File: config.mk
export PLATFORM = sky130hd
export DESIGN_NAME = uart_command_line_matcher_core
export DESIGN_NICKNAME = d
export VERILOG_FILES = /design/src/hw/rtl/ucm_pkg.sv /design/src/hw/rtl/ucm_front.sv /design/src/hw/rtl/ucm_queue.sv /design/src/hw/rtl/ucm_back.sv /design/src/hw/rtl/uart_command_line_matcher_core.sv
export SDC_FILE = /design/constraint.sdc
export NUM_CORES = 1
export LEC_CHECK = 0
export ABC_CLOCK_PERIOD_IN_PS = 3000
export BUFFER_PORTS_ARGS = -buffer_cell sky130_fd_sc_hd__buf_2
export CAP_MARGIN = 0
export CORE_MARGIN = 4
export CORE_UTILIZATION = 46
export DETAILED_ROUTE_END_ITERATION = 16
export GPL_TIMING_DRIVEN = 1
export MAX_ROUTING_LAYER = met4
export SLEW_MARGIN = 20
export SYNTH_ARGS = -nofsm -noshare
export SYNTH_HDL_FRONTEND = slang
export SYNTH_HIERARCHICAL = 1
export SYNTH_SLANG_ARGS = --single-unit
File: constraint.sdc
create_clock -name clock -period 3 [get_ports clock]
set_input_delay 0.45 -clock clock [delete_from_list [all_inputs] [get_ports clock]]
set_output_delay 0.45 -clock clock [all_outputs]
set_load 0.02 [all_outputs]
File: src/hw/rtl/ucm_pkg.sv
`timescale 1ns / 1ps

package ucm_pkg;

   localparam int UCM_MAX_LINE_LEN = 16;
   localparam int UCM_CMD_COUNT    = 3;
   localparam int UCM_CMD_MAX_LEN  = 8;

   localparam logic [7:0] BYTE_LF  = 8'h0A;
   localparam logic [7:0] BYTE_CR  = 8'h0D;
   localparam logic [7:0] BYTE_DEL = 8'h7F;

   typedef enum logic [1:0] {
      CODE_RESET    = 2'd0,
      CODE_SET_UART = 2'd1,
      CODE_HELP     = 2'd2,
      CODE_INVALID  = 2'd3
   } command_code_type;

   typedef enum logic [1:0] {
      CLS_CHAR     = 2'd0,
      CLS_DELETE   = 2'd1,
      CLS_LINE_END = 2'd2
   } item_class_type;

   typedef struct packed {
      item_class_type cls;
      logic [7:0]     data;
   } queue_item_type;

   typedef struct packed {
      logic           valid;
      queue_item_type item;
   } queue_head_type;

   // Command strings, padded with zero bytes past their length.
   localparam logic [7:0] UCM_CMD_TEXT [UCM_CMD_COUNT][UCM_CMD_MAX_LEN] = '{
      '{"R", "e", "s", "e", "t", 8'h00, 8'h00, 8'h00},
      '{"S", "e", "t", " ", "U", "A", "R", "T"},
      '{"H", "e", "l", "p", 8'h00, 8'h00, 8'h00, 8'h00}
   };

   localparam logic [3:0] UCM_CMD_LEN [UCM_CMD_COUNT] = '{4'd5, 4'd8, 4'd4};

endpackage

File: src/hw/rtl/ucm_front.sv
`timescale 1ns / 1ps

module ucm_front (
   input  logic [7:0]              rx_byte,
   output ucm_pkg::queue_item_type item
);
   import ucm_pkg::*;

   always_comb begin
      item.data = rx_byte;
      if (rx_byte == BYTE_LF || rx_byte == BYTE_CR) begin
         item.cls = CLS_LINE_END;
      end else if (rx_byte == BYTE_DEL) begin
         item.cls = CLS_DELETE;
      end else begin
         item.cls = CLS_CHAR;
      end
   end

endmodule

File: src/hw/rtl/ucm_queue.sv
`timescale 1ns / 1ps

module ucm_queue (
   input  logic                    clock,
   input  logic                    reset,
   input  logic                    push,
   input  ucm_pkg::queue_item_type push_item,
   output logic                    full,
   input  logic                    pop,
   output ucm_pkg::queue_head_type head
);
   import ucm_pkg::*;

   localparam int DEPTH = 2;

   queue_item_type entry_ff [DEPTH];
   logic           wr_ptr_ff;
   logic           wr_ptr_in;
   logic           rd_ptr_ff;
   logic           rd_ptr_in;
   logic [1:0]     count_ff;
   logic [1:0]     count_in;

   assign full       = (count_ff == 2'(DEPTH));
   assign head.valid = (count_ff != 2'd0);
   assign head.item  = entry_ff[rd_ptr_ff];

   always_comb begin
      wr_ptr_in = push ? ~wr_ptr_ff : wr_ptr_ff;
      rd_ptr_in = pop ? ~rd_ptr_ff : rd_ptr_ff;
      count_in  = count_ff;
      if (push && !pop) begin
         count_in = count_ff + 2'd1;
      end else if (pop && !push) begin
         count_in = count_ff - 2'd1;
      end
   end

   always_ff @(posedge clock) begin
      if (reset) begin
         wr_ptr_ff <= 1'b0;
         rd_ptr_ff <= 1'b0;
         count_ff  <= 2'd0;
      end else begin
         wr_ptr_ff <= wr_ptr_in;
         rd_ptr_ff <= rd_ptr_in;
         count_ff  <= count_in;
      end
   end

   always_ff @(posedge clock) begin
      if (push) begin
         entry_ff[wr_ptr_ff] <= push_item;
      end
   end

endmodule

File: src/hw/rtl/ucm_back.sv
`timescale 1ns / 1ps

module ucm_back #(
   parameter int MAX_LINE_LEN = ucm_pkg::UCM_MAX_LINE_LEN
) (
   input  logic                    clock,
   input  logic                    reset,
   input  ucm_pkg::queue_head_type head,
   output logic                    pop,
   output logic                    rsp_valid,
   input  logic                    rsp_stall,
   output logic [1:0]              rsp_command_code
);
   import ucm_pkg::*;

   localparam int COUNT_W = $clog2(MAX_LINE_LEN + 2);

   // Only the first entries can ever take part in a match, so only they are kept.
   logic [7:0]       store_ff [UCM_CMD_MAX_LEN];
   logic [COUNT_W-1:0] char_count_ff;
   logic [COUNT_W-1:0] char_count_in;
   logic [COUNT_W-1:0] base_count;
   logic             rsp_valid_ff;
   logic             rsp_valid_in;
   command_code_type code_ff;
   command_code_type code_in;
   command_code_type match_code;
   logic [UCM_CMD_COUNT-1:0] cmd_hit;
   logic             is_line_end;
   logic             store_write;

   assign is_line_end = (head.item.cls == CLS_LINE_END);
   // A line end needs the output register; other transactions never wait.
   assign pop = head.valid && (!is_line_end || !rsp_valid_ff || !rsp_stall);

   // An overlong line restarts before the byte is handled.
   assign base_count = (char_count_ff > COUNT_W'(MAX_LINE_LEN)) ? '0 : char_count_ff;

   always_comb begin
      for (int k = 0; k < UCM_CMD_COUNT; k++) begin
         cmd_hit[k] = (char_count_ff == COUNT_W'(UCM_CMD_LEN[k]));
         for (int i = 0; i < UCM_CMD_MAX_LEN; i++) begin
            if (4'(i) < UCM_CMD_LEN[k] && store_ff[i] != UCM_CMD_TEXT[k][i]) begin
               cmd_hit[k] = 1'b0;
            end
         end
      end
      if (cmd_hit[0]) begin
         match_code = CODE_RESET;
      end else if (cmd_hit[1]) begin
         match_code = CODE_SET_UART;
      end else if (cmd_hit[2]) begin
         match_code = CODE_HELP;
      end else begin
         match_code = CODE_INVALID;
      end
   end

   always_comb begin
      char_count_in = char_count_ff;
      store_write   = 1'b0;
      rsp_valid_in  = rsp_valid_ff && rsp_stall;
      code_in       = code_ff;
      if (pop) begin
         case (head.item.cls)
            CLS_LINE_END: begin
               char_count_in = '0;
               rsp_valid_in  = 1'b1;
               // A wrapped count is above every command length, so the raw
               // count gives the same compare as the wrapped one.
               code_in       = match_code;
            end
            CLS_DELETE: begin
               char_count_in = (base_count != '0) ? base_count - COUNT_W'(1) : '0;
            end
            CLS_CHAR: begin
               char_count_in = base_count + COUNT_W'(1);
               store_write   = 1'b1;
            end
            default: begin
               char_count_in = char_count_ff;
            end
         endcase
      end
   end

   always_ff @(posedge clock) begin
      if (reset) begin
         char_count_ff <= '0;
         rsp_valid_ff  <= 1'b0;
      end else begin
         char_count_ff <= char_count_in;
         rsp_valid_ff  <= rsp_valid_in;
      end
   end

   always_ff @(posedge clock) begin
      code_ff <= code_in;
      for (int i = 0; i < UCM_CMD_MAX_LEN; i++) begin
         if (store_write && base_count == COUNT_W'(i)) begin
            store_ff[i] <= head.item.data;
         end
      end
   end

   assign rsp_valid        = rsp_valid_ff;
   assign rsp_command_code = code_ff;

   a_count_bound: assert property (@(posedge clock) disable iff (reset)
      char_count_ff <= COUNT_W'(MAX_LINE_LEN + 1))
      else $error("character count above line limit plus one");

   a_line_end_clears: assert property (@(posedge clock) disable iff (reset)
      (pop && is_line_end) |=> (char_count_ff == '0 && rsp_valid_ff))
      else $error("line end did not clear count and load a result");

   a_no_overwrite: assert property (@(posedge clock) disable iff (reset)
      (rsp_valid_ff && rsp_stall) |-> !(pop && is_line_end))
      else $error("pending result overwritten");

endmodule

File: src/hw/rtl/uart_command_line_matcher_core.sv
`timescale 1ns / 1ps

// Serial command line matcher.
// The req_ channel carries one received byte per transaction on req_rx_byte.
// Line feed or carriage return ends a line, 0x7F deletes the last character,
// and every other byte is stored as a character. At each line end the line
// is compared with the commands "Reset", "Set UART" and "Help", and one
// transaction on the rsp_ channel carries rsp_command_code: 0 Reset,
// 1 Set UART, 2 Help, 3 invalid. Other bytes give no response.
// A line longer than MAX_LINE_LEN restarts from the next byte.
// One byte is accepted per cycle while req_stall is low. A byte enters a two-entry queue; the line
// logic takes one queued byte per cycle unless a line end waits for the held result, and a result
// is registered in the output register after its line end has passed through the queue.
// While rsp_stall holds a result, ordinary bytes keep flowing; a further
// line end waits in the queue, and req_stall rises once the queue is full.
// Synchronous reset empties the queue, drops any pending result and clears
// the character count; the block is ready in the first cycle after reset.
module uart_command_line_matcher_core #(
   parameter int MAX_LINE_LEN = ucm_pkg::UCM_MAX_LINE_LEN
) (
   input  logic       clock,
   input  logic       reset,
   input  logic       req_valid,
   output logic       req_stall,
   input  logic [7:0] req_rx_byte,
   output logic       rsp_valid,
   input  logic       rsp_stall,
   output logic [1:0] rsp_command_code
);
   import ucm_pkg::*;

   queue_item_type front_item;
   queue_head_type head;
   logic           queue_full;
   logic           push;
   logic           pop;

   assign req_stall = queue_full;
   assign push      = req_valid && !queue_full;

   ucm_front u_front (
      .rx_byte (req_rx_byte),
      .item    (front_item)
   );

   ucm_queue u_queue (
      .clock     (clock),
      .reset     (reset),
      .push      (push),
      .push_item (front_item),
      .full      (queue_full),
      .pop       (pop),
      .head      (head)
   );

   ucm_back #(
      .MAX_LINE_LEN (MAX_LINE_LEN)
   ) u_back (
      .clock            (clock),
      .reset            (reset),
      .head             (head),
      .pop              (pop),
      .rsp_valid        (rsp_valid),
      .rsp_stall        (rsp_stall),
      .rsp_command_code (rsp_command_code)
   );

endmodule

* Word-level counts from Yosys, hierarchy flattened
Memory sizes are Yosys's and may differ from the RTL's. A register that Yosys moved wholly into a read port is not among the register bits.
Cells that the tools add are included.
W data, S select, Z words.
** Storage, ports and cells
- Flip-flop bits (word level) :: 12
- Latch bits :: 0
- Memory bits (writable) :: 84
- Memory bits (read-only) :: 0
- Output and inout bits :: 4
- Logic and storage cells :: 156
- Memories :: 2
** Memory list
- u_back.store_ff :: depth 8, bits a word 8, read ports 8, clocked after Yosys merged registers in 0, wr ports 1, RTL line ucm_back.sv:19 : logic [7:0] store_ff [UCM_CMD_MAX_LEN];
- u_queue.entry_ff :: depth 2, bits a word 10, read ports 1, clocked after Yosys merged registers in 1, wr ports 1, RTL line ucm_queue.sv:16 : queue_item_type entry_ff [DEPTH];
** Cells by class
- $add $sub $neg :: 4
- Multiply operators :: 0
- Divide/modulo/power cells :: 0
- Order comparisons :: 1
- Eq/ne operators :: 31
- Shift-type cells :: 0
- Muxes and demuxes :: 71
- Bitwise gates (word level) :: 2
- Reductions and logical operators :: 38
** Operators by type and width (count)
- $ne A8 B7 Y1 const B :: 14
- $mux W8 :: 7
- $reduce_or A8 Y1 :: 7
- $mux W1 :: 51
- $eq A5 B3 Y1 const B :: 6
- $mux W3 :: 7
- $eq A8 B4 Y1 const B :: 2
- $pmux W5 S3 :: 1
- $logic_and A1 B1 Y1 :: 13
- $eq A5 B2 Y1 const B :: 2
- $mux W5 :: 2
- $eq A8 B7 Y1 const B :: 1
- $ne A8 B6 Y1 const B :: 1
- $logic_not A1 Y1 :: 6
- $mux W2 :: 3
- $add A5 B1 Y5 const B :: 1
- $eq A5 B1 Y1 const B :: 1
- $eq A5 B4 Y1 const B :: 1
- $gt A5 B5 Y1 const B :: 1
- $logic_not A5 Y1 :: 1
- $reduce_bool A5 Y1 :: 1
- $sub A5 B1 Y5 const B :: 1
- $eq A2 B2 Y1 const B :: 2
- $reduce_and A2 Y1 :: 2
- other kinds (9) :: 13

* Depth between registers and ports, before layout
- Word-level depth :: 17
- Mapped depth :: 9
- Mapped depth without buffers :: 8

* Cells and area by module
Netlist, hierarchy kept.
** By module, submodules not included
- ucm_back :: instances 1, cells each 182, area each 2851.5 um2, sequential area each 2102.0 um2
- ucm_queue :: instances 1, cells each 53, area each 928.4 um2, sequential area each 700.7 um2
- ucm_front :: instances 1, cells each 16, area each 116.4 um2, sequential area each 0.0 um2
- uart_command_line_matcher_core :: instances 1, cells each 1, area each 13.8 um2, sequential area each 0.0 um2

* Worst setup path before layout
Ideal clock, no wire load.
- Path type :: register to register
- Start point :: register (tool-made name)
- End point :: register u_queue.count_ff[1]
- Setup time :: 70 ps
- Arrival :: 2064 ps
- Data required time :: 2930 ps
- Slack :: 866 ps
- Cell stages (with the launch flop) :: 9
- Path buffers :: 1
- Period minus slack after synthesis :: 2134 ps
- Cell sequence :: dfxtp_1 buf_2 mux2_2 nor2b_1 a31oi_1 inv_1 ha_1 or3_1 a21oi_1
** RTL lines
- to (signal assigned) :: RTL line ucm_queue.sv:47 : count_ff <= count_in;
- to (decl) :: RTL line ucm_queue.sv:21 : logic [1:0] count_ff;

==> qor.yml <==
ioPinCount: 16
port_buffers: 15
rows: 33
grt_pass1_vias: 2078
max-vdd-ir-drop_mv: 0.382
fmaxAchievable_ghz: 0.414
antenna_found_initial: 0
dpl_cell_area_um2: 4060
n_antenna_cell: 0
post-route-min-period_ps: 2420
setup_viol: 0
synth_edf_count: 86
hold_path.class: "input port to register"
crit_path_end_kind: "register"
synth_cell_types: 47
cts_buffers: 9
cts.root.buffer_cell: "clkbuf_8"
grt_pass1_wl_um: 11100
postRouteAntennaNets: 0
power.leakage_nw: 1.41
tightest_slew_ps: 553
ys_seq_area_share_pct: 71.7
fin_area_um2: 4260
grt.total_usage_pct: 15.3
min_period_over_period_pct: 80.6
async_reset_ff_share_pct: 0
r2r_slack_ps: 580
min-delay-start: "req_rx_byte[3]"
vias: 2091
cts_resized: 0
dieArea_um2: 10000
dp_hpwl_um: 4590
drv_slew: 0
nets: 287
cap_violations: 0
syn_inst: 252
syn_area_um2: 3910
n_fill_cell: 688
p_per_area_nw_per_um2: 825
wl_per_cell_um: 18.0
synth-warning-count: 6
grt_max_degree: 18
cts-hold-fix-buffers: 0
critical_path_class: "register to register"
crit_end: "u_queue/count_ff[1]"
syn-num-nets: 270
tritoncts: "yes"
slew_headroom_pct: 63.1
place_congestion: 0.790
finalHoldViolCount: 0
core_area_um2: 8260
r2r-end: "u_queue/count_ff[1]"
post_cts_buffers: 0
finClkSkew_ps: 14.9
grt_overflow: 0
viasPerCell: 5.52
initial_core_util_pct: 47.3
cts-htree-levels: 3
drtPass1Iterations: 4
cp-start-kind: "register"
required_ps: 3280
worstPathMaxFanout: 10
timing.setup.tns_ps: 0
numClockSinks: 97
area_growth_pct: 8.90
die_y_um: 100
drt_iter0_drc: 123
fp.dieW_um: 100
post-route-drc-count: 0
insertion_delay_ps: 350
syn-mean-instance-area_um2: 15.5
wl_um: 6830
arrival_ps: 2700
synth_flop_cell: "edfxtp_1"
drive_above_1_share_pct: 19.0
status: "completed"
synth-seq-cells: 97
clkTransAtPathRegs_ps: 90
clk_path_buf_depth: 2
rsz0062_at_grt: "false"
reg2regPathDepth: 7
registers in the layout (all words and copies together) (netlist names), named ones only:
register,count
u_back/store_ff,64
u_queue/entry_ff,20
u_back/char_count_ff,5
u_back/rsp_command_code,2
u_queue/count_ff,2
u_back/rsp_valid,1
u_queue/rd_ptr_ff,1
u_queue/wr_ptr_ff,1
synthesized netlist by cell type (3+ instances only):
cell | count | area [µm²]
a21oi_1 | 4 | 20.0
nor3_1 | 7 | 35.0
xnor2_1 | 5 | 43.8
dfxtp_1 | 11 | 220
nor4_1 | 3 | 18.8
a31oi_1 | 3 | 18.8
nor4bb_1 | 8 | 80.1
ha_1 | 6 | 75.1
inv_1 | 6 | 22.5
edfxtp_1 | 86 | 2580
nor2b_1 | 4 | 25.0
nor2_1 | 9 | 33.8
nand4_1 | 5 | 31.3
and3_1 | 9 | 56.3
nor4b_1 | 7 | 61.3
nand2_1 | 8 | 30.0
nand3_1 | 8 | 40.0
buf_4 | 8 | 60.1
buf_2 | 3 | 15.0
o21ai_0 | 6 | 30.0
nand3b_1 | 4 | 30.0
mux2_2 | 10 | 113
critical path, stage by stage, from the launching register on:
cell and delay, ps:
dfxtp_1 620, mux2_2 450, nor2b_1 160, a31oi_1 250, inv_1 70, ha_1 310, or3_1 350, a21oi_1 140
cell type report:
| type | instances | area [µm²] | area share [%] |
|---|---|---|---|
| clock inverter | 7 | 77.6 | 1.82 |
| inverter | 6 | 22.5 | 0.529 |
| tap | 105 | 131 | 3.09 |
| sequential | 97 | 2800 | 65.8 |
| multi-input combinational | 138 | 1010 | 23.7 |
| timing repair buffer | 17 | 90.1 | 2.12 |
| clock buffer | 9 | 124 | 2.91 |
per-stage QoR:
step	setup WS, ps	std cells	utilization [%]	total power, mW	hold WS, ps
2_1_floorplan	866	252	-	2.45	456
3_3_place_gp	646	363	49.1	2.71	490
3_5_place_dp	592	363	49.1	2.71	492
4_1_cts	553	379	51.6	3.56	280
5_1_grt	450	379	51.6	3.72	278
6_report	582	379	51.6	3.51	306
logic make-up after synthesis:
family                     count (synthesis)  synth area share [%]
and+or+nand+nor                           88                  14.7
xor gates and xnor gates                   7                  1.57
DFF                                       97                  71.7
buffers and inverters                     17                  2.50
adders and majority gates                  6                  1.92
muxes                                     10                  2.88
AOI/OAI and AO/OA                         27                  4.74
worst min-delay path by stage:
stage	end	slack (ps)	depth (start not counted)
global placement	u_queue/count_ff[1]	490	2
global route	u_queue/entry_ff[1][3]	280	1
CTS	u_queue/entry_ff[0][3]	280	1
finish	u_queue/entry_ff[1][3]	310	1
floorplan	u_queue/count_ff[1]	460	2
detailed placement	u_queue/count_ff[1]	490	2
layout by cell type, fill, tap and decap left out, types with 8 or more instances in the layout:
cell / count
nand3_1: 8
mux2_2: 10
nor2_1: 9
and3_1: 9
clkbuf_8: 9
nand2_1: 8
buf_2: 15
dfxtp_1: 11
nor4bb_1: 8
edfxtp_1: 86
metal layers:
metal	track usage (%)	wire length (µm)	vias to the layer above
li1	-	-	1013
met1	20.2	3120	1038
met2	23.8	3410	38
met3	3.54	266	2
met4	4.66	34	0
met5	-	0	-
report_power, final:
group | internal [mW] | switching (mW)
Clock | 0.393 | 0.448
Combinational | 0.327 | 0.502
Sequential | 1.71 | 0.133
Total | 2.43 | 1.08
No activity file was read; power rests on OpenSTA's default activity.
